## src/rtl/core/sssg_pkg.sv

```systemverilog
// ----------------------------------------------------------------------------
// sssg_pkg
// Shared types and constants for the square and saw sound generator.
// ----------------------------------------------------------------------------
package sssg_pkg;

    localparam int MAX_TICK_CYCLES_DEF = 8;
    localparam int QUEUE_DEPTH         = 4;
    localparam int CYCLES_W            = 4;
    localparam int PERIOD_W            = 12;
    localparam int COUNT_W             = PERIOD_W + 1;
    localparam int SAMPLE_W            = 15;
    localparam int MIX_W               = 7;

    localparam logic [3:0]  PAGE_PULSE0 = 4'h9;
    localparam logic [3:0]  PAGE_PULSE1 = 4'hA;
    localparam logic [3:0]  PAGE_SAW    = 4'hB;
    localparam logic [11:0] SEL_CTRL    = 12'd0;
    localparam logic [11:0] SEL_LO      = 12'd1;
    localparam logic [11:0] SEL_HI      = 12'd2;

    localparam logic [3:0] SAW_STEPS = 4'd14;
    localparam logic       OP_WRITE  = 1'b0;

    typedef enum logic [3:0] {
        CMD_P0_CTRL,
        CMD_P0_LO,
        CMD_P0_HI,
        CMD_P1_CTRL,
        CMD_P1_LO,
        CMD_P1_HI,
        CMD_SAW_CTRL,
        CMD_SAW_LO,
        CMD_SAW_HI,
        CMD_TICK
    } cmd_op_t;

    typedef struct packed {
        cmd_op_t               op;
        logic [7:0]            data;
        logic [CYCLES_W-1:0]   cycles;
    } cmd_t;

endpackage

```

## src/rtl/core/square_saw_sound_generator_unit.sv

```systemverilog
// ----------------------------------------------------------------------------
// square_saw_sound_generator_unit
// Two pulse channels and one sawtooth channel with a mixed sample output.
// ----------------------------------------------------------------------------
// A register write transaction is decoded on entry and applied by the channel
// engine at the clock edge that takes it from the command queue, in the cycle
// after acceptance when the engine is idle; writes to unmatched addresses are
// dropped at the input. A tick transaction occupies the engine while it is
// fetched, while the channel down counters are stepped once per elapsed clock,
// and while the sample is mixed; the mix waits until any held sample is taken.
// The input side keeps accepting into the queue while the engine works or a
// sample waits, until the queue is full.
module square_saw_sound_generator_unit #(
    parameter int MAX_TICK_CYCLES = sssg_pkg::MAX_TICK_CYCLES_DEF
) (
    input  logic                          aclk,
    input  logic                          aresetn,
    input  logic                          s_valid,
    output logic                          s_ready,
    input  logic                          s_operation,
    input  logic [15:0]                   s_address,
    input  logic [7:0]                    s_write_data,
    input  logic [sssg_pkg::CYCLES_W-1:0] s_cycles,
    output logic                          m_valid,
    input  logic                          m_ready,
    output logic signed [sssg_pkg::SAMPLE_W-1:0] m_sample
);

    logic           q_full;
    logic           q_push;
    sssg_pkg::cmd_t q_push_cmd;
    logic           q_pop;
    logic           q_valid;
    sssg_pkg::cmd_t q_cmd;

    sssg_front #(
        .MAX_TICK_CYCLES(MAX_TICK_CYCLES)
    ) u_front (
        .s_valid     (s_valid),
        .s_ready     (s_ready),
        .s_operation (s_operation),
        .s_address   (s_address),
        .s_write_data(s_write_data),
        .s_cycles    (s_cycles),
        .q_full      (q_full),
        .q_push      (q_push),
        .q_cmd       (q_push_cmd)
    );

    sssg_queue u_queue (
        .aclk     (aclk),
        .aresetn  (aresetn),
        .push     (q_push),
        .push_cmd (q_push_cmd),
        .full     (q_full),
        .pop      (q_pop),
        .cmd_valid(q_valid),
        .cmd      (q_cmd)
    );

    sssg_back u_back (
        .aclk     (aclk),
        .aresetn  (aresetn),
        .cmd_valid(q_valid),
        .cmd      (q_cmd),
        .cmd_pop  (q_pop),
        .m_valid  (m_valid),
        .m_ready  (m_ready),
        .m_sample (m_sample)
    );

endmodule

```

## src/rtl/core/sssg_front.sv

```systemverilog
// ----------------------------------------------------------------------------
// sssg_front
// Accepts input transactions, decodes the register address and queues
// commands; writes to unmatched addresses are dropped here.
// ----------------------------------------------------------------------------
module sssg_front #(
    parameter int MAX_TICK_CYCLES = sssg_pkg::MAX_TICK_CYCLES_DEF
) (
    input  logic                          s_valid,
    output logic                          s_ready,
    input  logic                          s_operation,
    input  logic [15:0]                   s_address,
    input  logic [7:0]                    s_write_data,
    input  logic [sssg_pkg::CYCLES_W-1:0] s_cycles,
    input  logic                          q_full,
    output logic                          q_push,
    output sssg_pkg::cmd_t                q_cmd
);

    logic [3:0]  page;
    logic [11:0] sel;
    logic        matched;

    assign page    = s_address[15:12];
    assign sel     = s_address[11:0];
    assign s_ready = !q_full;

    always_comb begin
        matched       = 1'b1;
        q_cmd.data    = s_write_data;
        q_cmd.cycles  = s_cycles;
        q_cmd.op      = sssg_pkg::CMD_TICK;
        if (s_operation != sssg_pkg::OP_WRITE) begin
            if (32'(s_cycles) > 32'(MAX_TICK_CYCLES)) begin
                q_cmd.cycles = sssg_pkg::CYCLES_W'(MAX_TICK_CYCLES);
            end
        end else if (sel > sssg_pkg::SEL_HI) begin
            matched = 1'b0;
        end else begin
            unique case (page)
                sssg_pkg::PAGE_PULSE0: begin
                    q_cmd.op = (sel == sssg_pkg::SEL_CTRL) ? sssg_pkg::CMD_P0_CTRL :
                               (sel == sssg_pkg::SEL_LO)   ? sssg_pkg::CMD_P0_LO :
                                                             sssg_pkg::CMD_P0_HI;
                end
                sssg_pkg::PAGE_PULSE1: begin
                    q_cmd.op = (sel == sssg_pkg::SEL_CTRL) ? sssg_pkg::CMD_P1_CTRL :
                               (sel == sssg_pkg::SEL_LO)   ? sssg_pkg::CMD_P1_LO :
                                                             sssg_pkg::CMD_P1_HI;
                end
                sssg_pkg::PAGE_SAW: begin
                    q_cmd.op = (sel == sssg_pkg::SEL_CTRL) ? sssg_pkg::CMD_SAW_CTRL :
                               (sel == sssg_pkg::SEL_LO)   ? sssg_pkg::CMD_SAW_LO :
                                                             sssg_pkg::CMD_SAW_HI;
                end
                default: begin
                    matched = 1'b0;
                end
            endcase
        end
    end

    assign q_push = s_valid && s_ready && matched;

endmodule

```

## src/rtl/core/sssg_queue.sv

```systemverilog
// ----------------------------------------------------------------------------
// sssg_queue
// Short command queue between the decoder and the channel engine.
// ----------------------------------------------------------------------------
module sssg_queue (
    input  logic           aclk,
    input  logic           aresetn,
    input  logic           push,
    input  sssg_pkg::cmd_t push_cmd,
    output logic           full,
    input  logic           pop,
    output logic           cmd_valid,
    output sssg_pkg::cmd_t cmd
);

    localparam int PTR_W = (sssg_pkg::QUEUE_DEPTH > 1) ? $clog2(sssg_pkg::QUEUE_DEPTH) : 1;
    localparam int CNT_W = $clog2(sssg_pkg::QUEUE_DEPTH + 1);

    sssg_pkg::cmd_t mem [sssg_pkg::QUEUE_DEPTH];
    logic [PTR_W-1:0] wr_ptr_reg, wr_ptr_next;
    logic [PTR_W-1:0] rd_ptr_reg, rd_ptr_next;
    logic [CNT_W-1:0] count_reg, count_next;
    logic             do_pop;

    assign full      = (count_reg == CNT_W'(sssg_pkg::QUEUE_DEPTH));
    assign cmd_valid = (count_reg != '0);
    assign cmd       = mem[rd_ptr_reg];
    assign do_pop    = pop && cmd_valid;

    always_comb begin
        wr_ptr_next = wr_ptr_reg;
        rd_ptr_next = rd_ptr_reg;
        count_next  = count_reg;
        if (push) begin
            wr_ptr_next = (wr_ptr_reg == PTR_W'(sssg_pkg::QUEUE_DEPTH - 1)) ? '0
                                                                             : wr_ptr_reg + 1'b1;
        end
        if (do_pop) begin
            rd_ptr_next = (rd_ptr_reg == PTR_W'(sssg_pkg::QUEUE_DEPTH - 1)) ? '0
                                                                             : rd_ptr_reg + 1'b1;
        end
        if (push && !do_pop) begin
            count_next = count_reg + 1'b1;
        end else if (!push && do_pop) begin
            count_next = count_reg - 1'b1;
        end
    end

    always_ff @(posedge aclk) begin
        if (push) begin
            mem[wr_ptr_reg] <= push_cmd;
        end
    end

    always_ff @(posedge aclk) begin
        if (!aresetn) begin
            wr_ptr_reg <= '0;
            rd_ptr_reg <= '0;
            count_reg  <= '0;
        end else begin
            wr_ptr_reg <= wr_ptr_next;
            rd_ptr_reg <= rd_ptr_next;
            count_reg  <= count_next;
        end
    end

endmodule

```

## src/rtl/core/sssg_back.sv

```systemverilog
// ----------------------------------------------------------------------------
// sssg_back
// Channel engine: applies register writes, steps the two pulse channels and
// the saw channel one clock at a time, then mixes and holds the sample.
// ----------------------------------------------------------------------------
module sssg_back (
    input  logic                          aclk,
    input  logic                          aresetn,
    input  logic                          cmd_valid,
    input  sssg_pkg::cmd_t                cmd,
    output logic                          cmd_pop,
    output logic                          m_valid,
    input  logic                          m_ready,
    output logic signed [sssg_pkg::SAMPLE_W-1:0] m_sample
);

    typedef enum logic [1:0] {
        ST_IDLE = 2'b01,
        ST_RUN  = 2'b10
    } back_state_t;

    localparam int PW = sssg_pkg::PERIOD_W;
    localparam int CW = sssg_pkg::COUNT_W;
    localparam int MW = sssg_pkg::MIX_W;

    back_state_t state_reg, state_next;
    logic [sssg_pkg::CYCLES_W-1:0] remain_reg, remain_next;

    logic [7:0]    p_ctrl_reg   [2];
    logic [7:0]    p_ctrl_next  [2];
    logic [PW-1:0] p_period_reg [2];
    logic [PW-1:0] p_period_next[2];
    logic [1:0]    p_en_reg, p_en_next;
    logic [3:0]    p_phase_reg  [2];
    logic [3:0]    p_phase_next [2];
    logic [CW-1:0] p_cd_reg     [2];
    logic [CW-1:0] p_cd_next    [2];

    logic [5:0]    s_rate_reg, s_rate_next;
    logic [PW-1:0] s_period_reg, s_period_next;
    logic          s_en_reg, s_en_next;
    logic [7:0]    s_level_reg, s_level_next;
    logic [3:0]    s_step_reg, s_step_next;
    logic [CW-1:0] s_cd_reg, s_cd_next;
    logic [3:0]    s_step_inc;

    logic                              out_valid_reg, out_valid_next;
    logic signed [sssg_pkg::SAMPLE_W-1:0] out_sample_reg, out_sample_next;

    logic signed [MW-1:0] mix;
    logic signed [MW-1:0] p_term [2];
    logic signed [MW-1:0] s_term;
    logic                 finish;

    assign m_valid  = out_valid_reg;
    assign m_sample = out_sample_reg;
    assign finish   = (state_reg == ST_RUN) && (remain_reg == '0)
                      && (!out_valid_reg || m_ready);
    assign cmd_pop  = (state_reg == ST_IDLE) && cmd_valid;

    // mixer
    always_comb begin
        for (int ch = 0; ch < 2; ch++) begin
            if (!p_en_reg[ch]) begin
                p_term[ch] = '0;
            end else if (p_ctrl_reg[ch][7] || (p_phase_reg[ch] <= {1'b0, p_ctrl_reg[ch][6:4]}))
            begin
                p_term[ch] = MW'({3'b000, p_ctrl_reg[ch][3:0]});
            end else begin
                p_term[ch] = -MW'({3'b000, p_ctrl_reg[ch][3:0]});
            end
        end
        if (s_en_reg) begin
            s_term = MW'({1'b0, s_level_reg[7:3], 1'b0}) - MW'(32);
        end else begin
            s_term = '0;
        end
        mix = p_term[0] + p_term[1] + s_term;
    end

    assign s_step_inc = (s_step_reg + 4'd1 >= sssg_pkg::SAW_STEPS) ? 4'd0 : s_step_reg + 4'd1;

    always_comb begin
        state_next      = state_reg;
        remain_next     = remain_reg;
        p_ctrl_next     = p_ctrl_reg;
        p_period_next   = p_period_reg;
        p_en_next       = p_en_reg;
        p_phase_next    = p_phase_reg;
        p_cd_next       = p_cd_reg;
        s_rate_next     = s_rate_reg;
        s_period_next   = s_period_reg;
        s_en_next       = s_en_reg;
        s_level_next    = s_level_reg;
        s_step_next     = s_step_reg;
        s_cd_next       = s_cd_reg;
        out_valid_next  = out_valid_reg && !m_ready;
        out_sample_next = out_sample_reg;

        unique case (state_reg)
            ST_IDLE: begin
                if (cmd_valid) begin
                    unique case (cmd.op)
                        sssg_pkg::CMD_P0_CTRL:  p_ctrl_next[0] = cmd.data;
                        sssg_pkg::CMD_P0_LO:    p_period_next[0][7:0] = cmd.data;
                        sssg_pkg::CMD_P0_HI: begin
                            p_period_next[0][PW-1:8] = cmd.data[3:0];
                            p_en_next[0]             = cmd.data[7];
                        end
                        sssg_pkg::CMD_P1_CTRL:  p_ctrl_next[1] = cmd.data;
                        sssg_pkg::CMD_P1_LO:    p_period_next[1][7:0] = cmd.data;
                        sssg_pkg::CMD_P1_HI: begin
                            p_period_next[1][PW-1:8] = cmd.data[3:0];
                            p_en_next[1]             = cmd.data[7];
                        end
                        sssg_pkg::CMD_SAW_CTRL: s_rate_next = cmd.data[5:0];
                        sssg_pkg::CMD_SAW_LO:   s_period_next[7:0] = cmd.data;
                        sssg_pkg::CMD_SAW_HI: begin
                            s_period_next[PW-1:8] = cmd.data[3:0];
                            s_en_next             = cmd.data[7];
                        end
                        sssg_pkg::CMD_TICK: begin
                            remain_next = cmd.cycles;
                            state_next  = ST_RUN;
                        end
                        default: begin
                        end
                    endcase
                end
            end
            ST_RUN: begin
                if (remain_reg != '0) begin
                    remain_next = remain_reg - 1'b1;
                    for (int ch = 0; ch < 2; ch++) begin
                        if (p_en_reg[ch]) begin
                            if (p_cd_reg[ch] == CW'(1)) begin
                                p_cd_next[ch]    = {1'b0, p_period_reg[ch]} + CW'(1);
                                p_phase_next[ch] = p_phase_reg[ch] + 4'd1;
                            end else begin
                                p_cd_next[ch] = p_cd_reg[ch] - CW'(1);
                            end
                        end
                    end
                    if (s_en_reg) begin
                        if (s_cd_reg == CW'(1)) begin
                            s_cd_next   = {1'b0, s_period_reg} + CW'(1);
                            s_step_next = s_step_inc;
                            if (s_step_inc == 4'd0) begin
                                s_level_next = '0;
                            end else if (!s_step_inc[0]) begin
                                s_level_next = s_level_reg + {2'b00, s_rate_reg};
                            end
                        end else begin
                            s_cd_next = s_cd_reg - CW'(1);
                        end
                    end
                end else if (finish) begin
                    out_valid_next  = 1'b1;
                    out_sample_next = {mix, 8'h00};
                    state_next      = ST_IDLE;
                end
            end
            default: begin
                state_next = ST_IDLE;
            end
        endcase
    end

    always_ff @(posedge aclk) begin
        if (!aresetn) begin
            state_reg     <= ST_IDLE;
            remain_reg    <= '0;
            out_valid_reg <= 1'b0;
            p_en_reg      <= '0;
            s_rate_reg    <= '0;
            s_period_reg  <= '0;
            s_en_reg      <= 1'b0;
            s_level_reg   <= '0;
            s_step_reg    <= '0;
            s_cd_reg      <= CW'(1);
            for (int ch = 0; ch < 2; ch++) begin
                p_ctrl_reg[ch]   <= '0;
                p_period_reg[ch] <= '0;
                p_phase_reg[ch]  <= '0;
                p_cd_reg[ch]     <= CW'(1);
            end
        end else begin
            state_reg     <= state_next;
            remain_reg    <= remain_next;
            out_valid_reg <= out_valid_next;
            p_ctrl_reg    <= p_ctrl_next;
            p_period_reg  <= p_period_next;
            p_en_reg      <= p_en_next;
            p_phase_reg   <= p_phase_next;
            p_cd_reg      <= p_cd_next;
            s_rate_reg    <= s_rate_next;
            s_period_reg  <= s_period_next;
            s_en_reg      <= s_en_next;
            s_level_reg   <= s_level_next;
            s_step_reg    <= s_step_next;
            s_cd_reg      <= s_cd_next;
        end
    end

    always_ff @(posedge aclk) begin
        out_sample_reg <= out_sample_next;
    end

    a_result_from_run: assert property (@(posedge aclk) disable iff (!aresetn)
        $rose(m_valid) |-> $past(state_reg == ST_RUN))
        else $error("sample raised outside a tick");

    a_pop_when_idle: assert property (@(posedge aclk) disable iff (!aresetn)
        cmd_pop |-> (state_reg == ST_IDLE))
        else $error("command taken while busy");

    a_step_count: assert property (@(posedge aclk) disable iff (!aresetn)
        (state_reg == ST_RUN && remain_reg != '0)
            |=> (remain_reg == $past(remain_reg) - 1'b1) && (state_reg == ST_RUN))
        else $error("cycle counter skipped");

    a_counter_nonzero: assert property (@(posedge aclk) disable iff (!aresetn)
        (s_cd_reg != '0) && (p_cd_reg[0] != '0) && (p_cd_reg[1] != '0))
        else $error("channel counter reached zero");

endmodule

```

## config.mk

```make
export PLATFORM = sky130hd
export DESIGN_NAME = square_saw_sound_generator_unit
export DESIGN_NICKNAME = d
export VERILOG_FILES = /design/src/rtl/core/sssg_pkg.sv /design/src/rtl/core/square_saw_sound_generator_unit.sv /design/src/rtl/core/sssg_front.sv /design/src/rtl/core/sssg_queue.sv /design/src/rtl/core/sssg_back.sv
export SDC_FILE = /design/constraint.sdc
export NUM_CORES = 1
export LEC_CHECK = 0
export ABC_CLOCK_PERIOD_IN_PS = 6600
export BUFFER_PORTS_ARGS = -buffer_cell sky130_fd_sc_hd__buf_2
export CAP_MARGIN = 30
export CORE_MARGIN = 2
export CORE_UTILIZATION = 55
export CTS_CLUSTER_DIAMETER = 100
export CTS_CLUSTER_SIZE = 40
export DETAILED_ROUTE_END_ITERATION = 6
export GPL_ROUTABILITY_DRIVEN = 0
export PLACE_DENSITY = 0.84
export SLEW_MARGIN = 20
export SYNTH_ARGS = -nofsm -noshare
export SYNTH_HDL_FRONTEND = slang
export SYNTH_HIERARCHICAL = 1
export SYNTH_SLANG_ARGS = --single-unit
```

## constraint.sdc

```tcl
create_clock -name aclk -period 6.6 [get_ports aclk]
set_input_delay 0.99 -clock aclk [delete_from_list [all_inputs] [get_ports aclk]]
set_output_delay 0.99 -clock aclk [all_outputs]
set_load 0.02 [all_outputs]
```

Yosys cells after proc, flatten, opt, wreduce, memory -nomap -nowiden --
Memories as Yosys holds them, arrays and structs flattened. A register that Yosys moved wholly into a read port is not among the register bits. Cells that the tools add are included.
Storage, ports and cells: bits in registers 141, bits in writable memories 64, input bits 33, output and inout bits 17, logic and storage cells 170, memories 1
Memory list:
- u_queue.mem | words 4, bits a word 16, read ports 1, clocked after memory_dff 1, wr ports 1, line sssg_queue.sv:19 | sssg_pkg::cmd_t mem [sssg_pkg::QUEUE_DEPTH];
Cells by class: add/subtract/negate cells 20, order comparisons 5, eq/ne operators 27, muxes and demuxes 45, bitwise operators 1, reduce and logical (&&, ||, !) cells 45
Operators with widths (count):
- $mux 4 | 12
- $add 12x1->13 const B | 3
- $eq 13x1->1 const B | 3
- $mux 13 | 3
- $reduce_and 3->1 | 13
- $sub 13x1->13 const B | 3
- $mux 7 | 5
- $eq 4x4->1 const B | 5
- $reduce_and 4->1 | 5
- $mux 2 | 9
- $eq 4x3->1 const B | 4
- $mux 8 | 2
- $add 7x7->7 | 2
- $neg 4->7 | 2
- $add 4x1->4 const B | 3
- $eq 12x1->1 const B | 1
- $gt 12x2->1 const B | 1
- $logic_not 12->1 | 1
- $logic_not 4->1 | 3
- $pmux 4 s3 | 1
- $logic_and 1x1->1 | 9
- $mux 1 | 9
- $add 8x6->8 | 1
- $eq 4x2->1 const B | 2
- other kinds (25) | 41

Depth between registers and ports, before layout --
Gate-level depths: netlist of the first run.
depth in word-level cells 10, mapped depth 16, gate-level depth less buffers 16

Hierarchy --
The synthesis of the first run kept the hierarchy.
Modules (own cells, without submodules):
- sssg_back | times used 1, cells an instance 915, area an instance 7677.4 um^2, seq. area each 2752.6 um^2
- sssg_queue | times used 1, cells an instance 130, area an instance 2805.2 um^2, seq. area each 2102.0 um^2
- sssg_front | times used 1, cells an instance 37, area an instance 242.7 um^2, seq. area each 0.0 um^2

Least setup slack after synthesis of the first run --
OpenSTA, ideal clock, no wires.
kind register to register, start reg u_back/p_ctrl_reg[13] (netlist bit), end reg u_back.out_sample_reg (netlist bit u_back/m_sample[14]) (data pin), setup time 260 ps, data arrival time 3085 ps, required time 6340 ps, slack 3255 ps, cell stages (with the launch flop) 17, buffers on the path 0, period minus slack after synthesis 3345 ps, cell sequence dfxtp_1 > inv_1 > ha_1 > nor2b_1 > o21ai_0 > a32oi_1 > o21bai_1 > o21a_1 > o21ai_0 > fa_1 > inv_1 > ha_1 > a21o_1 > a21oi_1 > o21bai_1 > a21oi_1 > xnor2_1
On the way: longest elaborated chain between the ends 6
Ends and longest elaborated chain:
- start: declaration | line sssg_back.sv:29 | logic [7:0] p_ctrl_reg [2];
- start signal: assignment | line sssg_back.sv:191 | p_ctrl_reg <= p_ctrl_next;
- $le 4x3->1 | line sssg_back.sv:66 | end else if (p_ctrl_reg[ch][7] || (p_phase_reg[ch] <= {1'b0, p_ctrl_reg[ch][6:4]}))
- $logic_or 1x1->1 | line sssg_back.sv:66
- $mux 7 | line sssg_back.sv:66
- $mux 7 | line sssg_back.sv:64 | if (!p_en_reg[ch]) begin
- $add 7x7->7 (2 in a row) | line sssg_back.sv:78 | mix = p_term[0] + p_term[1] + s_term;
- via u_back.mix[6] | line sssg_back.sv:50 | logic signed [MW-1:0] mix;
- end signal: assignment | line sssg_back.sv:206 | out_sample_reg <= out_sample_next;
- end: declaration | line sssg_back.sv:48 | logic signed [sssg_pkg::SAMPLE_W-1:0] out_sample_reg, out_sample_next;
The timed path passes the listed nets, and every way through them passes these cells. A chain may end at the register's enable or synchronous reset.

Worst setup path after layout of the first run --
Ends and elaborated chain as after synthesis.

==> results by stage, run 1 <==
Detailed routing:
- After detailed routing, the number of remaining DRC violations is 0.
- The remaining number of nets flagged by the antenna check after routing is 0.
- The highest metal layer used by the detailed router is met4.
- The overall via count from detail_route is 7,866.
- The routed design uses 10.7 mm of met2 wire.
- The detailed-route wire length per cell is 16.1 µm.
- The ratio of routed vias to standard cells is 5.80.
- The DRC violation total after the first TritonRoute iteration is 506.
- In the detailed route, the total length drawn on met3 is 977 µm.
- The pre-antenna-repair detailed-routing pass consisted of 5 iterations.
- The final layout contains routed wiring with a total length of 21.9 mm.
- In the final routing, the length of wire on met1 measures 9.62 mm.

Timing:
- Setup repair after global routing left no endpoint under its margin.
- The number of endpoints with negative hold slack in the final report is 0.
- In the finished design, the share of the clock period the worst path needs comes to 0.562.
- Summed over all failing endpoints, the final setup total negative slack is 0 ns.
- The maximum clock frequency is 270 MHz.
- The final-report max-slew violation count is 0.
- The worst path needs 3.71 ns of the cycle, external delays included.
- At the pin with the least slew margin, the transition time is 0.912 ns.
- Final hold analysis gives a worst-case slack of 0.457 ns.
- Setup violations remaining at the end of the flow were counted as 0.
- Clock skew on the completed layout was measured at 0.0281 ns.
- The worst slew slack as a fraction of its limit is 0.391.
- Once routing completed, OpenROAD measured the worst setup slack at 2.89 ns.

Logic synthesis:
- The post-synthesis cell type count is 76.
- The post-synthesis sequential element count is 207.
- Each instance of the synthesized netlist takes up on average 9.91 µm².
- Yosys printed 6 warnings.
- The post-synthesis sequential area ratio is 0.453.
- After technology mapping, the gate count stands at 1,082.
- The main flop type after synthesis is sky130_fd_sc_hd__dfxtp_1.
- The cell area that synthesis handed to floorplanning was 10,700 µm².
- The proportion of synthesized flip-flops having asynchronous set or reset is 0.
- Yosys mapped a number of flops with a built-in enable equal to 71.

CTS:
- Buffers inserted during clock tree synthesis total 10.
- The number of buffers inserted by hold repair at cts is 0.
- The CTS sink count is 207.
- The number of buffers on the longest clock path is 3.
- The worst-skew pair later-pin latency is 0.49 ns.
- The CTS tree is yes.
- Once the clock tree was built, the resizer swapped 0 gates to a different size.
- The tree is rooted in a sky130_fd_sc_hd__clkbuf_16.
- The clock transition time at the flip-flop clock pins of the worst setup and hold paths is 0.14 ns.
- The post-CTS repair timing setup buffer count is 0.
- CTS built an H-tree with a depth of 1.

Worst setup path:
- The worst setup path is of the register to register kind.
- Data on the critical path arrives at its endpoint at 3.96 ns.
- The cell with the biggest individual delay on the critical path is sky130_fd_sc_hd__fa_1.
- The launching element type of the critical path is a register.
- Traced cell by cell, the critical path runs through inv_1 -> ha_1 -> nor2b_1 -> o21ai_0 -> a32oi_1 -> o21bai_1 -> o21a_1 -> o21ai_0 -> fa_1 -> inv_1 -> ha_1 -> a21o_1 -> a21oi_1 -> o21bai_1 -> a21oi_1 -> xnor2_1.
- The critical-path maximum fanout is 7.
- The kind of capture point of the worst setup path is a register.
- The delay of the slowest cell on the worst path is 0.60 ns.
- The required arrival time at the worst endpoint is 6.85 ns.

Hold path:
- The class of the worst hold path is register to register.

Global routing:
- The initial antenna violation count was 0.
- The first global-routing pass estimated 35.2 mm of wire.
- The total global routing track utilization is 0.210.
- Entering global routing, the biggest net connects 44 pins.
- The total overflow left after global routing is 0.
- The number of global-route vias before repair came to 7,311.

Placed design:
- Timing analysis after detailed placement gives a worst setup slack of 2.93 ns.
- The count of input and output buffers is 41.
- After legalization and detailed placement, the total HPWL measured 14.7 mm.

Floorplanning:
- The number of primary I/O pins is 50.
- The starting density of the core is 0.557.
- Measured along the x axis, the die boundary spans 144 µm.
- The die area is 20,600 µm².
- Measured along the y axis, the die boundary spans 144 µm.
- The floorplan has 51 rows.
- The core region is 19,300 µm².

Outcome:
- The run finished with clean final reports.

Power and ir drop:
- The worst-case IR drop observed on VDD is 0.000374 V.
- The cell area power density is 227 nW/µm².
- The leakage power of the design is 4.33 nW.

Cells and area:
- The number of nets in the layout is 1,170.
- The layout-stage area growth over the synthesis result is 6.11%.
- The fraction of final layout cells with drive strength greater than 1 is 0.0842.
- The register with the most flip-flops in the layout has 64 of them.
- The number of antenna diodes is 0.

Flow run:
- Across the run, the number of max-cap violations was 0.
through the flow:
step	instance area (µm²)	std cells	util	power, mW
detailed placement	11000	1339	0.570	1.82
global placement	11000	1338	0.570	1.80
CTS	11400	1355	0.590	2.58
global route	11400	1357	0.591	2.68
finish	11400	1357	0.591	2.59
floorplan	10800	1089	-	1.72
synth_stat cells, types with 5 or more instances:
master | count | area, µm²
sky130_fd_sc_hd__inv_1 | 48 | 180
sky130_fd_sc_hd__nor3b_1 | 8 | 60.1
sky130_fd_sc_hd__nor2b_1 | 15 | 93.8
sky130_fd_sc_hd__dfxtp_1 | 136 | 2720
sky130_fd_sc_hd__xor2_1 | 23 | 201
sky130_fd_sc_hd__nand2_1 | 84 | 315
sky130_fd_sc_hd__fa_1 | 8 | 160
sky130_fd_sc_hd__a21boi_0 | 5 | 37.5
sky130_fd_sc_hd__mux2i_1 | 62 | 621
sky130_fd_sc_hd__o211ai_1 | 11 | 82.6
sky130_fd_sc_hd__o21a_1 | 9 | 67.6
sky130_fd_sc_hd__clkbuf_1 | 36 | 135
sky130_fd_sc_hd__o21ai_0 | 59 | 295
sky130_fd_sc_hd__mux4_2 | 10 | 225
sky130_fd_sc_hd__nor2_1 | 114 | 428
sky130_fd_sc_hd__xnor2_1 | 24 | 210
sky130_fd_sc_hd__a21oi_1 | 60 | 300
sky130_fd_sc_hd__nor4_1 | 10 | 62.6
sky130_fd_sc_hd__mux4_1 | 6 | 158
sky130_fd_sc_hd__nor3_1 | 31 | 155
sky130_fd_sc_hd__nand4_1 | 13 | 81.3
sky130_fd_sc_hd__a21o_1 | 6 | 45.0
sky130_fd_sc_hd__edfxtp_1 | 71 | 2130
sky130_fd_sc_hd__nand3_1 | 35 | 175
sky130_fd_sc_hd__and2_1 | 17 | 106
sky130_fd_sc_hd__and3_1 | 13 | 81.3
sky130_fd_sc_hd__o21bai_1 | 5 | 37.5
sky130_fd_sc_hd__ha_1 | 41 | 513
sky130_fd_sc_hd__o31ai_1 | 5 | 37.5
sky130_fd_sc_hd__or3_1 | 8 | 50.1
sky130_fd_sc_hd__o41ai_1 | 7 | 61.3
sky130_fd_sc_hd__buf_4 | 16 | 120
sky130_fd_sc_hd__a211oi_1 | 11 | 82.6
placed cells by master (no fill, tap or decap), types with 8 or more instances in the layout:
cell type                   synthesis  routed
sky130_fd_sc_hd__nor3b_1            8       8
sky130_fd_sc_hd__or3_1              8       8
sky130_fd_sc_hd__nand2_1           84      84
sky130_fd_sc_hd__nor4_1            10      10
sky130_fd_sc_hd__xor2_1            23      23
sky130_fd_sc_hd__a211oi_1          11      11
sky130_fd_sc_hd__conb_1             1       8
sky130_fd_sc_hd__and2_1            17      17
sky130_fd_sc_hd__o21a_1             9       9
sky130_fd_sc_hd__nor2b_1           15      15
sky130_fd_sc_hd__dfxtp_1          136     136
sky130_fd_sc_hd__nor2_1           114     114
sky130_fd_sc_hd__nand4_1           13      13
sky130_fd_sc_hd__nor3_1            31      31
sky130_fd_sc_hd__buf_2              4      42
sky130_fd_sc_hd__xnor2_1           24      24
sky130_fd_sc_hd__and3_1            13      13
sky130_fd_sc_hd__fa_1               8       8
sky130_fd_sc_hd__inv_1             48      47
sky130_fd_sc_hd__ha_1              41      41
sky130_fd_sc_hd__edfxtp_1          71      71
sky130_fd_sc_hd__nand3_1           35      35
sky130_fd_sc_hd__o21ai_0           59      59
sky130_fd_sc_hd__clkbuf_16          0      11
sky130_fd_sc_hd__mux2i_1           62      62
sky130_fd_sc_hd__mux4_2            10      10
sky130_fd_sc_hd__o211ai_1          11      11
sky130_fd_sc_hd__a21oi_1           60      60
worst paths after layout:
check / startpoint / to / slack [ns] / cells past startpoint
setup / recovery: u_back/p_ctrl_reg[13] / u_back/m_sample[14] / 2.89 / 16
hold / removal: u_back/p_cd_reg[23] / u_back/p_cd_reg[23] / 0.46 / 2
setup reg to reg: u_back/p_ctrl_reg[13] / u_back/m_sample[14] / 2.89 / 16
hold reg to reg: u_back/p_cd_reg[23] / u_back/p_cd_reg[23] / 0.46 / 2
final cells by class:
| cell class | count | area (µm²) |
|---|---|---|
| inverters | 48 | 180 |
| fillers | 1631 | 7890 |
| clock buffers | 12 | 279 |
| flip-flops and latches | 207 | 4850 |
| well taps | 265 | 332 |
| multi-input cells | 773 | 5380 |
| clock inverters | 4 | 92.6 |
| repair buffers | 48 | 259 |
power breakdown:
group | total (mW) | internal, mW | switching (mW)
clock | 0.782 | 0.334 | 0.448
combinational | 0.406 | 0.157 | 0.249
sequential | 1.40 | 1.36 | 0.0409
metal layers:
metal | vias to the layer above | track usage
met5 | - | 0
met2 | 200 | 0.365
li1 | 3892 | -
met4 | 0 | 0.0655
met3 | 28 | 0.0237
met1 | 3746 | 0.277
cell families (layout without fill, tap and decap cells):
| family | Yosys count | count (layout) | share of synthesized area |
|---|---|---|---|
| multiplexers | 78 | 78 | 0.0936 |
| adder cells (fa/ha/maj) | 49 | 49 | 0.0628 |
| flip-flops | 207 | 207 | 0.453 |
| buffers and inverters | 109 | 112 | 0.0478 |
| AO/OA/AOI/OAI | 211 | 211 | 0.123 |
| AND/OR/NAND/NOR | 380 | 380 | 0.181 |
| XOR/XNOR | 47 | 47 | 0.0384 |
| other | 1 | 8 | 0.000350 |
worst max-delay path: cells and delay by family (launching register included):
family	cells	cell delay [ns]
fa+ha+maj	3	1.17
simple gates	1	0.14
xor+xnor	1	0.08
buf+inv	2	0.11
flops	1	0.36
compound gates	9	1.63
Note: power is estimated with default switching activity, not from simulation.
==> inputs of run 2 (changes only) <==
- ABC_CLOCK_PERIOD_IN_PS: 6600 -> 3200
- PLACE_DENSITY: 0.84 -> 0.86
- clock period: 6.6 -> 3.2 ns (I/O delays scaled with it)
==> results by stage, run 2 (synthesized netlist as in run 1, its figures left out) <==
Detailed routing:
- The remaining number of nets flagged by the antenna check after routing is 0 (unchanged).
- The overall via count from detail_route is 8,060 (+2.5%).
- The sum of routed wire length over all layers is 22.2 mm (+1.6%).
- The detailed-route wire length per cell is 16.0 µm (-0.42%).
- The number of optimization iterations in the first detailed-route pass is 5 (unchanged).
- The DRC violation total after the first TritonRoute iteration is 486 (-4.0%).
- The number of design rule violations left after detail routing is 0 (unchanged).
- The ratio of routed vias to standard cells is 5.82 (+0.47%).

CTS:
- The CTS sink count was 207 (unchanged).
- The number of buffers on the longest clock path is 3 (unchanged).
- The worst-skew pair later-pin latency is 0.48 ns (about the same).
- TritonCTS built the clock tree.
- The number of clock buffers inserted by TritonCTS came to 9 (-1).
- The maximum level of the CTS H-tree is 1 (unchanged).
- The cell at the root of the clock tree is sky130_fd_sc_hd__clkbuf_16.
- The clock transition time at the flip-flop clock pins of the worst setup and hold paths is 0.14 ns (about the same).
- The number of buffers inserted by hold repair at cts is 0 (unchanged).

Cells and area:
- The layout-stage area growth over the synthesis result is 8.59%.
- The top cell types in the final layout, fill and taps aside, are sky130_fd_sc_hd__dfxtp_1, sky130_fd_sc_hd__nor2_1, sky130_fd_sc_hd__nand2_1.
- The library cell used most frequently in the layout, excluding fill and tap cells, is sky130_fd_sc_hd__dfxtp_1.
- The number of antenna diodes is 0 (unchanged).
- The flip-flop count of the largest register after layout is 64 (unchanged).
- The fraction of final layout cells with drive strength greater than 1 was 0.130 (+0.0462).
- The number of nets in the layout was 1,199 (+2.5%).
- The area taken by multi-input logic gates is 5510 µm² (+2.3%).
- The filler cell count in the final layout came to 1,529 (-6.3%).
- The number of standard cells in the final layout excluding fillers is 1,384 (+2.0%).
- The register cell area after layout is 4860 µm² (about the same).
- The final core utilization is 0.604 (+0.0138).
- The total non-filler cell area in the finished layout came to 11,600 µm² (+2.3%).

Worst setup path:
- The worst setup path is captured at a register.
- The critical path is of the register to register type.
- The delay of the slowest cell on the worst path came to 0.52 ns (-0.08 ns).
- The endpoint of the worst-slack reg-to-reg timing path is u_back/m_sample[14].
- STA classifies the critical path startpoint as a register.
- The critical-path maximum fanout was 5 (-2).
- The cell count of the worst reg-to-reg path is 16 (unchanged).
- The startpoint of the worst register-to-register path is u_back/p_ctrl_reg[5].
- The critical path arrival came to 3.53 ns (-0.43 ns).
- The critical path goes through inv_1 -> ha_4 -> nor2b_4 -> o21ai_2 -> a32oi_2 -> o21bai_4 -> nor3_2 -> o21ai_2 -> fa_1 -> inv_1 -> ha_1 -> a21o_1 -> a21oi_2 -> o21bai_1 -> a21oi_1 -> xnor2_1.
- Among all stages on the critical path, the largest delay is contributed by sky130_fd_sc_hd__fa_1.
- The required arrival time at the worst endpoint is 3.44 ns (-3.41 ns).
- The worst reg-to-reg setup slack was -0.09 ns (-2.98 ns).

Global routing:
- The total global routing track utilization is 0.214 (+0.00328).
- The overflow left after global routing is 0 (unchanged).
- The met1 track demand over resource is 0.281 (+0.00426).
- The wire length of the first global-routing pass was 35.8 mm (+1.8%).
- The initial antenna violation count is 0 (unchanged).
- The number of global-route vias before repair came to 7,542 (+3.2%).
- The global-route layer with the greatest usage is met2.
- The met3 global-route usage is 0.0220 (-0.00167).
- The met2 layer usage reported by global route is 0.374 (+0.00877).
- The maximum number of pins on one net before global-route repair is 46 (+4.5%).

Hold path:
- The worst hold path stage count came to 1 (-1).
- The end of the worst hold path is u_queue/mem[1][8].
- The start point of the worst hold path is s_write_data[4].
- The min-delay analysis places its worst path in the category primary input to register.

Timing:
- The share of the clock period used by the worst path after layout came to 1.03 (+0.466).
- The final setup violation count is 1 (+1).
- The final worst clock skew is 0.0297 ns (+0.00163 ns).
- The minimum setup slack in the final design came to -0.0902 ns (-2.98 ns).
- The worst-margin pin slew is 0.866 ns (-0.0460 ns).
- The worst slew slack as a fraction of its limit is 0.418 (+0.0266).
- The final-report max-slew violation count is 0 (unchanged).
- The number of endpoints with negative hold slack in the final report is 0 (unchanged).
- The final critical delay including setup and external delays is 3.29 ns (-0.420 ns).
- Setup repair after global routing could not meet its margin everywhere.
- The maximum clock frequency is 304 MHz (+13%).

Floorplanning:
- The cell row count is 51 (unchanged).
- The die area is 20,600 µm² (unchanged).
- The number of primary I/O pins was 50 (unchanged).
- The starting density of the core is 0.557 (unchanged).
- The area of the core region was 19,300 µm² (unchanged).
- The horizontal extent of the die is 144 µm (unchanged).
- The die boundary height is 144 µm (unchanged).

Placed design:
- The cell area after placement came to 11,300 µm² (+2.4%).
- The detailed placer's ending HPWL is 15.7 mm (+6.5%).
- The number of placed instances with taps included is 1,371 (+2.4%).
- The count of input and output buffers is 41 (unchanged).

Power and ir drop:
- The total power is 5.07 mW (+96%).
- The leakage power of the design was 4.50 nW (+3.9%).
- The cell area power density is 435 nW/µm² (+92%).
- The highest ir drop seen on vdd is 0.000505 V (+35%).

Flow run:
- The number of max-cap violations is 0 (unchanged).

Outcome:
- The final reports fail on setup timing.
- The run finished, with violations left.
-- run 2: stage by stage --
step | TNS [ns] | setup WS, ns | hold slack, ns
floorplan | 0 | 0.00389 | 0.425
global placement | -0.208 | -0.107 | 0.438
detailed placement | -0.689 | -0.266 | 0.440
CTS | -0.0981 | -0.0646 | 0.202
global route | -0.391 | -0.252 | 0.204
finish | -0.0902 | -0.0902 | 0.204
-- run 2: how the worst max path moves through the flow --
stage | startpoint | to | slack (ns)
2_1_floorplan | u_back/p_ctrl_reg[13] | u_back/m_sample[14] | 0.004
3_3_place_gp | u_back/p_ctrl_reg[5] | u_back/m_sample[13] | -0.11
3_5_place_dp | u_back/p_ctrl_reg[5] | u_back/m_sample[13] | -0.27
4_1_cts | u_back/p_ctrl_reg[13] | u_back/m_sample[14] | -0.06
5_1_grt | u_back/p_ctrl_reg[5] | u_back/m_sample[14] | -0.25
6_report | u_back/p_ctrl_reg[5] | u_back/m_sample[14] | -0.09
-- run 2: what timing repair did --
action,4_1_cts,5_1_grt
setup buffers,1,0
resized for setup,18,15
pin swaps,18,15
setup endpoints to repair,4,4
-- run 2: cell type report --
type | count | area share
tap | 265 | 0.0285
clock buffer | 10 | 0.0197
multi-input combinational | 773 | 0.473
clock inverter | 3 | 0.00376
timing repair buffer | 78 | 0.0425
sequential | 207 | 0.417
inverter | 48 | 0.0155
-- run 2: power breakdown --
group	internal (mW)	switching (mW)	leakage [nW]
logic	0.328	0.493	2.62
registers	2.80	0.0885	1.75
clock network	0.546	0.818	0.132
-- run 2: worst max-delay path, delay by kind of cell (launching register included) --
kind	cells	cell delay, ns
buffers and inverters	2	0.11
xor gates and xnor gates	1	0.08
AOI/OAI and AO/OA	8	1.14
DFF	1	0.35
adders and majority gates	3	1.06
and+or+nand+nor	2	0.32
-- run 2: layer usage --
metal,part of all wire,vias up
li1,-,3939
met1,0.43,3864
met2,0.50,213
met3,0.047,44
met4,0.024,0
met5,0,-
==> inputs of run 3 (changes only) <==
- ABC_CLOCK_PERIOD_IN_PS: 3200 -> 4150
- CORE_ASPECT_RATIO: unset -> 1.5
- PLACE_DENSITY: 0.86 -> 0.84
- clock period: 3.2 -> 4.15 ns (I/O delays scaled with it)
==> results by stage, run 3 (synthesized netlist as in run 1, its figures left out) <==
Global routing:
- The wire length of the first global-routing pass came to 35.9 mm (+0.15%).
- The maximum number of pins on one net before global-route repair is 43 (-6.5%).
- The initial antenna violation count is 0 (unchanged).
- The overflow left after global routing is 0 (unchanged).
- The number of global-route vias before repair came to 7,527 (-0.20%).
- The total global routing track utilization is 0.209 (-0.00489).

Worst setup path:
- The category of the most critical setup path is register to register.
- The buffer and inverter count on the worst path was 1 (-1).
- The worst reg-to-reg setup slack is 0.31 ns (+0.40 ns).
- The cell with the biggest individual delay on the critical path is sky130_fd_sc_hd__fa_1.
- In this run the critical register-to-register path is launched from u_back/p_phase_reg[5].
- On the critical path the largest part of the delay comes from compound AO/OA/AOI/OAI gates.
- In this run the critical register-to-register path is captured at u_back/m_sample[14].
- The launching element type of the critical path is a register.
- The required arrival time at the worst endpoint was 4.38 ns (+0.94 ns).
- Walking the worst path, the cells encountered are ha_1 -> nor2b_1 -> o21ai_0 -> a32oi_1 -> o21bai_1 -> o21a_1 -> o21ai_0 -> fa_1 -> inv_1 -> ha_1 -> a21o_1 -> a21oi_1 -> o21bai_1 -> a21oi_1 -> xnor2_1.
- The critical-path maximum fanout is 7 (+2).
- The critical path arrival is 4.07 ns (+0.54 ns).
- The worst setup path is captured at a register.
- The cell count of the worst reg-to-reg path is 15 (-1).
- The delay of the slowest cell on the worst path was 0.59 ns (+0.07 ns).

Floorplanning:
- The cell row count came to 62 (+22%).
- The area of the core region is 19,200 µm² (-0.57%).
- The number of primary I/O pins is 50 (unchanged).
- The die area is 20,700 µm² (+0.11%).
- The starting density of the core is 0.560 (+0.00320).
- The horizontal extent of the die is 118 µm (-18%).
- The die boundary height came to 175 µm (+22%).

Detailed routing:
- The number of optimization iterations in the first detailed-route pass is 6 (+1).
- The detailed-route wire length per cell is 16.0 µm (-0.19%).
- The ratio of routed vias to standard cells is 5.91 (+1.5%).
- The sum of routed wire length over all layers is 21.6 mm (-2.7%).
- The overall via count from detail_route is 7,977 (-1.0%).
- The DRC violation total after the first TritonRoute iteration is 567 (+17%).
- The number of design rule violations left after detail routing is 0 (unchanged).
- The remaining number of nets flagged by the antenna check after routing was 0 (unchanged).

Power and ir drop:
- The total power is 3.88 mW (-23%).
- The highest ir drop seen on vdd came to 0.000577 V (+14%).
- The leakage power of the design is 4.31 nW (-4.3%).
- The cell area power density is 344 nW/µm² (-21%).

Cells and area:
- The fraction of final layout cells with drive strength greater than 1 is 0.0842 (-0.0463).
- Leaving out fill and tap cells, the most frequent cell in the layout is sky130_fd_sc_hd__dfxtp_1.
- The layout-stage area growth over the synthesis result is 5.25%.
- The flip-flop count of the largest register after layout is 64 (unchanged).
- The filler cell count in the final layout is 1,592 (+4.1%).
- The number of antenna diodes is 0 (unchanged).
- The number of nets in the layout came to 1,173 (-2.2%).
- Leaving out fill and tap cells, the most frequent cells in the layout are sky130_fd_sc_hd__dfxtp_1, sky130_fd_sc_hd__nor2_1, sky130_fd_sc_hd__nand2_1.

Hold path:
- In this run the worst hold path is classified as primary input to register.
- The start point of the worst hold path is s_write_data[4].
- The worst hold path stage count was 1 (unchanged).
- The end of the worst hold path is u_queue/mem[3][8].

Timing:
- The number of endpoints with negative hold slack in the final report came to 0 (unchanged).
- Setup repair after global routing left no endpoint under its margin.
- The final setup violation count is 0 (-1).
- The final critical delay including setup and external delays came to 3.84 ns (+0.547 ns).
- The final-layout setup total negative slack came to 0 ns (+0.0902 ns).
- The final worst clock skew is 0.0561 ns (+0.0264 ns).
- The share of the clock period used by the worst path after layout is 0.925 (-0.104).
- The smallest hold slack is 0.359 ns (+0.155 ns).
- The worst-margin pin slew was 0.855 ns (-0.0103 ns).
- The maximum clock frequency is 261 MHz (-14%).
- The final-report max-slew violation count is 0 (unchanged).
- The worst slew slack as a fraction of its limit is 0.430 (+0.0122).

Outcome:
- The flow ran to the end, and the final reports show no timing, DRC or antenna violations.

CTS:
- The number of buffers inserted by hold repair at cts is 0 (unchanged).
- Clock tree synthesis selected as its root buffer the cell sky130_fd_sc_hd__clkbuf_16.
- The CTS sink count was 207 (unchanged).
- TritonCTS built the clock tree.
- The clock transition time at the flip-flop clock pins of the worst setup and hold paths was 0.14 ns (about the same).
- The post-CTS repair timing setup buffer count is 0 (-1).
- The number of clock buffers inserted by TritonCTS is 9 (unchanged).
- The maximum level of the CTS H-tree is 1 (unchanged).
- The worst-skew pair later-pin latency is 0.48 ns (about the same).
- The number of buffers on the longest clock path is 3 (unchanged).
- The number of instances resized during post-cts repair came to 0 (-18).

Placed design:
- The detailed placer's ending HPWL is 15.5 mm (-1.4%).
- The count of input and output buffers is 41 (unchanged).

Flow run:
- The number of max-cap violations is 0 (unchanged).
run 3: stage by stage:
step	instance area (µm²)	utilization	std cells	setup slack (ns)
2_1_floorplan	10800	-	1089	0.805
3_3_place_gp	11000	0.574	1333	0.588
3_5_place_dp	11000	0.575	1334	0.401
4_1_cts	11300	0.588	1347	0.348
5_1_grt	11300	0.589	1349	0.128
6_report	11300	0.589	1349	0.313
run 3: per-layer routing:
metal	share of wire	track usage	wire length, µm	up-vias
met5	0	0	0	-
met3	0.039	0.0180	838	49
met1	0.41	0.246	8830	3809
li1	-	-	-	3891
met4	0.034	0.0858	732	0
met2	0.52	0.388	11200	228
run 3: area by class of cell:
cell class	instances	area, µm²	share of cell area
clock buffer	12	236	0.0209
clock inverter	1	30.0	0.00266
inverter	48	180	0.0160
timing repair buffer	52	283	0.0250
sequential	207	4850	0.430
multi-input combinational	773	5380	0.477
tap	256	320	0.0284
run 3: how the worst max path moves through the flow:
stage	slack [ns]	endpoint	cells after the start	startpoint
floorplan	0.81	u_back/m_sample[14]	16	u_back/p_ctrl_reg[13]
global placement	0.59	u_back/m_sample[14]	16	u_back/p_ctrl_reg[13]
detailed placement	0.40	u_back/m_sample[14]	15	u_back/p_phase_reg[5]
CTS	0.35	u_back/m_sample[14]	15	u_back/p_phase_reg[5]
global route	0.13	u_back/m_sample[14]	15	u_back/p_phase_reg[5]
finish	0.31	u_back/m_sample[14]	15	u_back/p_phase_reg[5]
run 3: where the power goes:
group | internal, mW | total [mW] | switching, mW
clock network | 0.420 | 1.03 | 0.610
registers | 2.16 | 2.20 | 0.0420
logic | 0.242 | 0.650 | 0.408
run 3: worst register-to-register path, stage by stage (launching register included):
cell and delay, ns:
sky130_fd_sc_hd__dfxtp_1 0.46, sky130_fd_sc_hd__ha_1 0.28, sky130_fd_sc_hd__nor2b_1 0.13, sky130_fd_sc_hd__o21ai_0 0.14
sky130_fd_sc_hd__a32oi_1 0.07, sky130_fd_sc_hd__o21bai_1 0.45, sky130_fd_sc_hd__o21a_1 0.17, sky130_fd_sc_hd__o21ai_0 0.11
sky130_fd_sc_hd__fa_1 0.59, sky130_fd_sc_hd__inv_1 0.07, sky130_fd_sc_hd__ha_1 0.29, sky130_fd_sc_hd__a21o_1 0.16
sky130_fd_sc_hd__a21oi_1 0.23, sky130_fd_sc_hd__o21bai_1 0.10, sky130_fd_sc_hd__a21oi_1 0.20, sky130_fd_sc_hd__xnor2_1 0.12
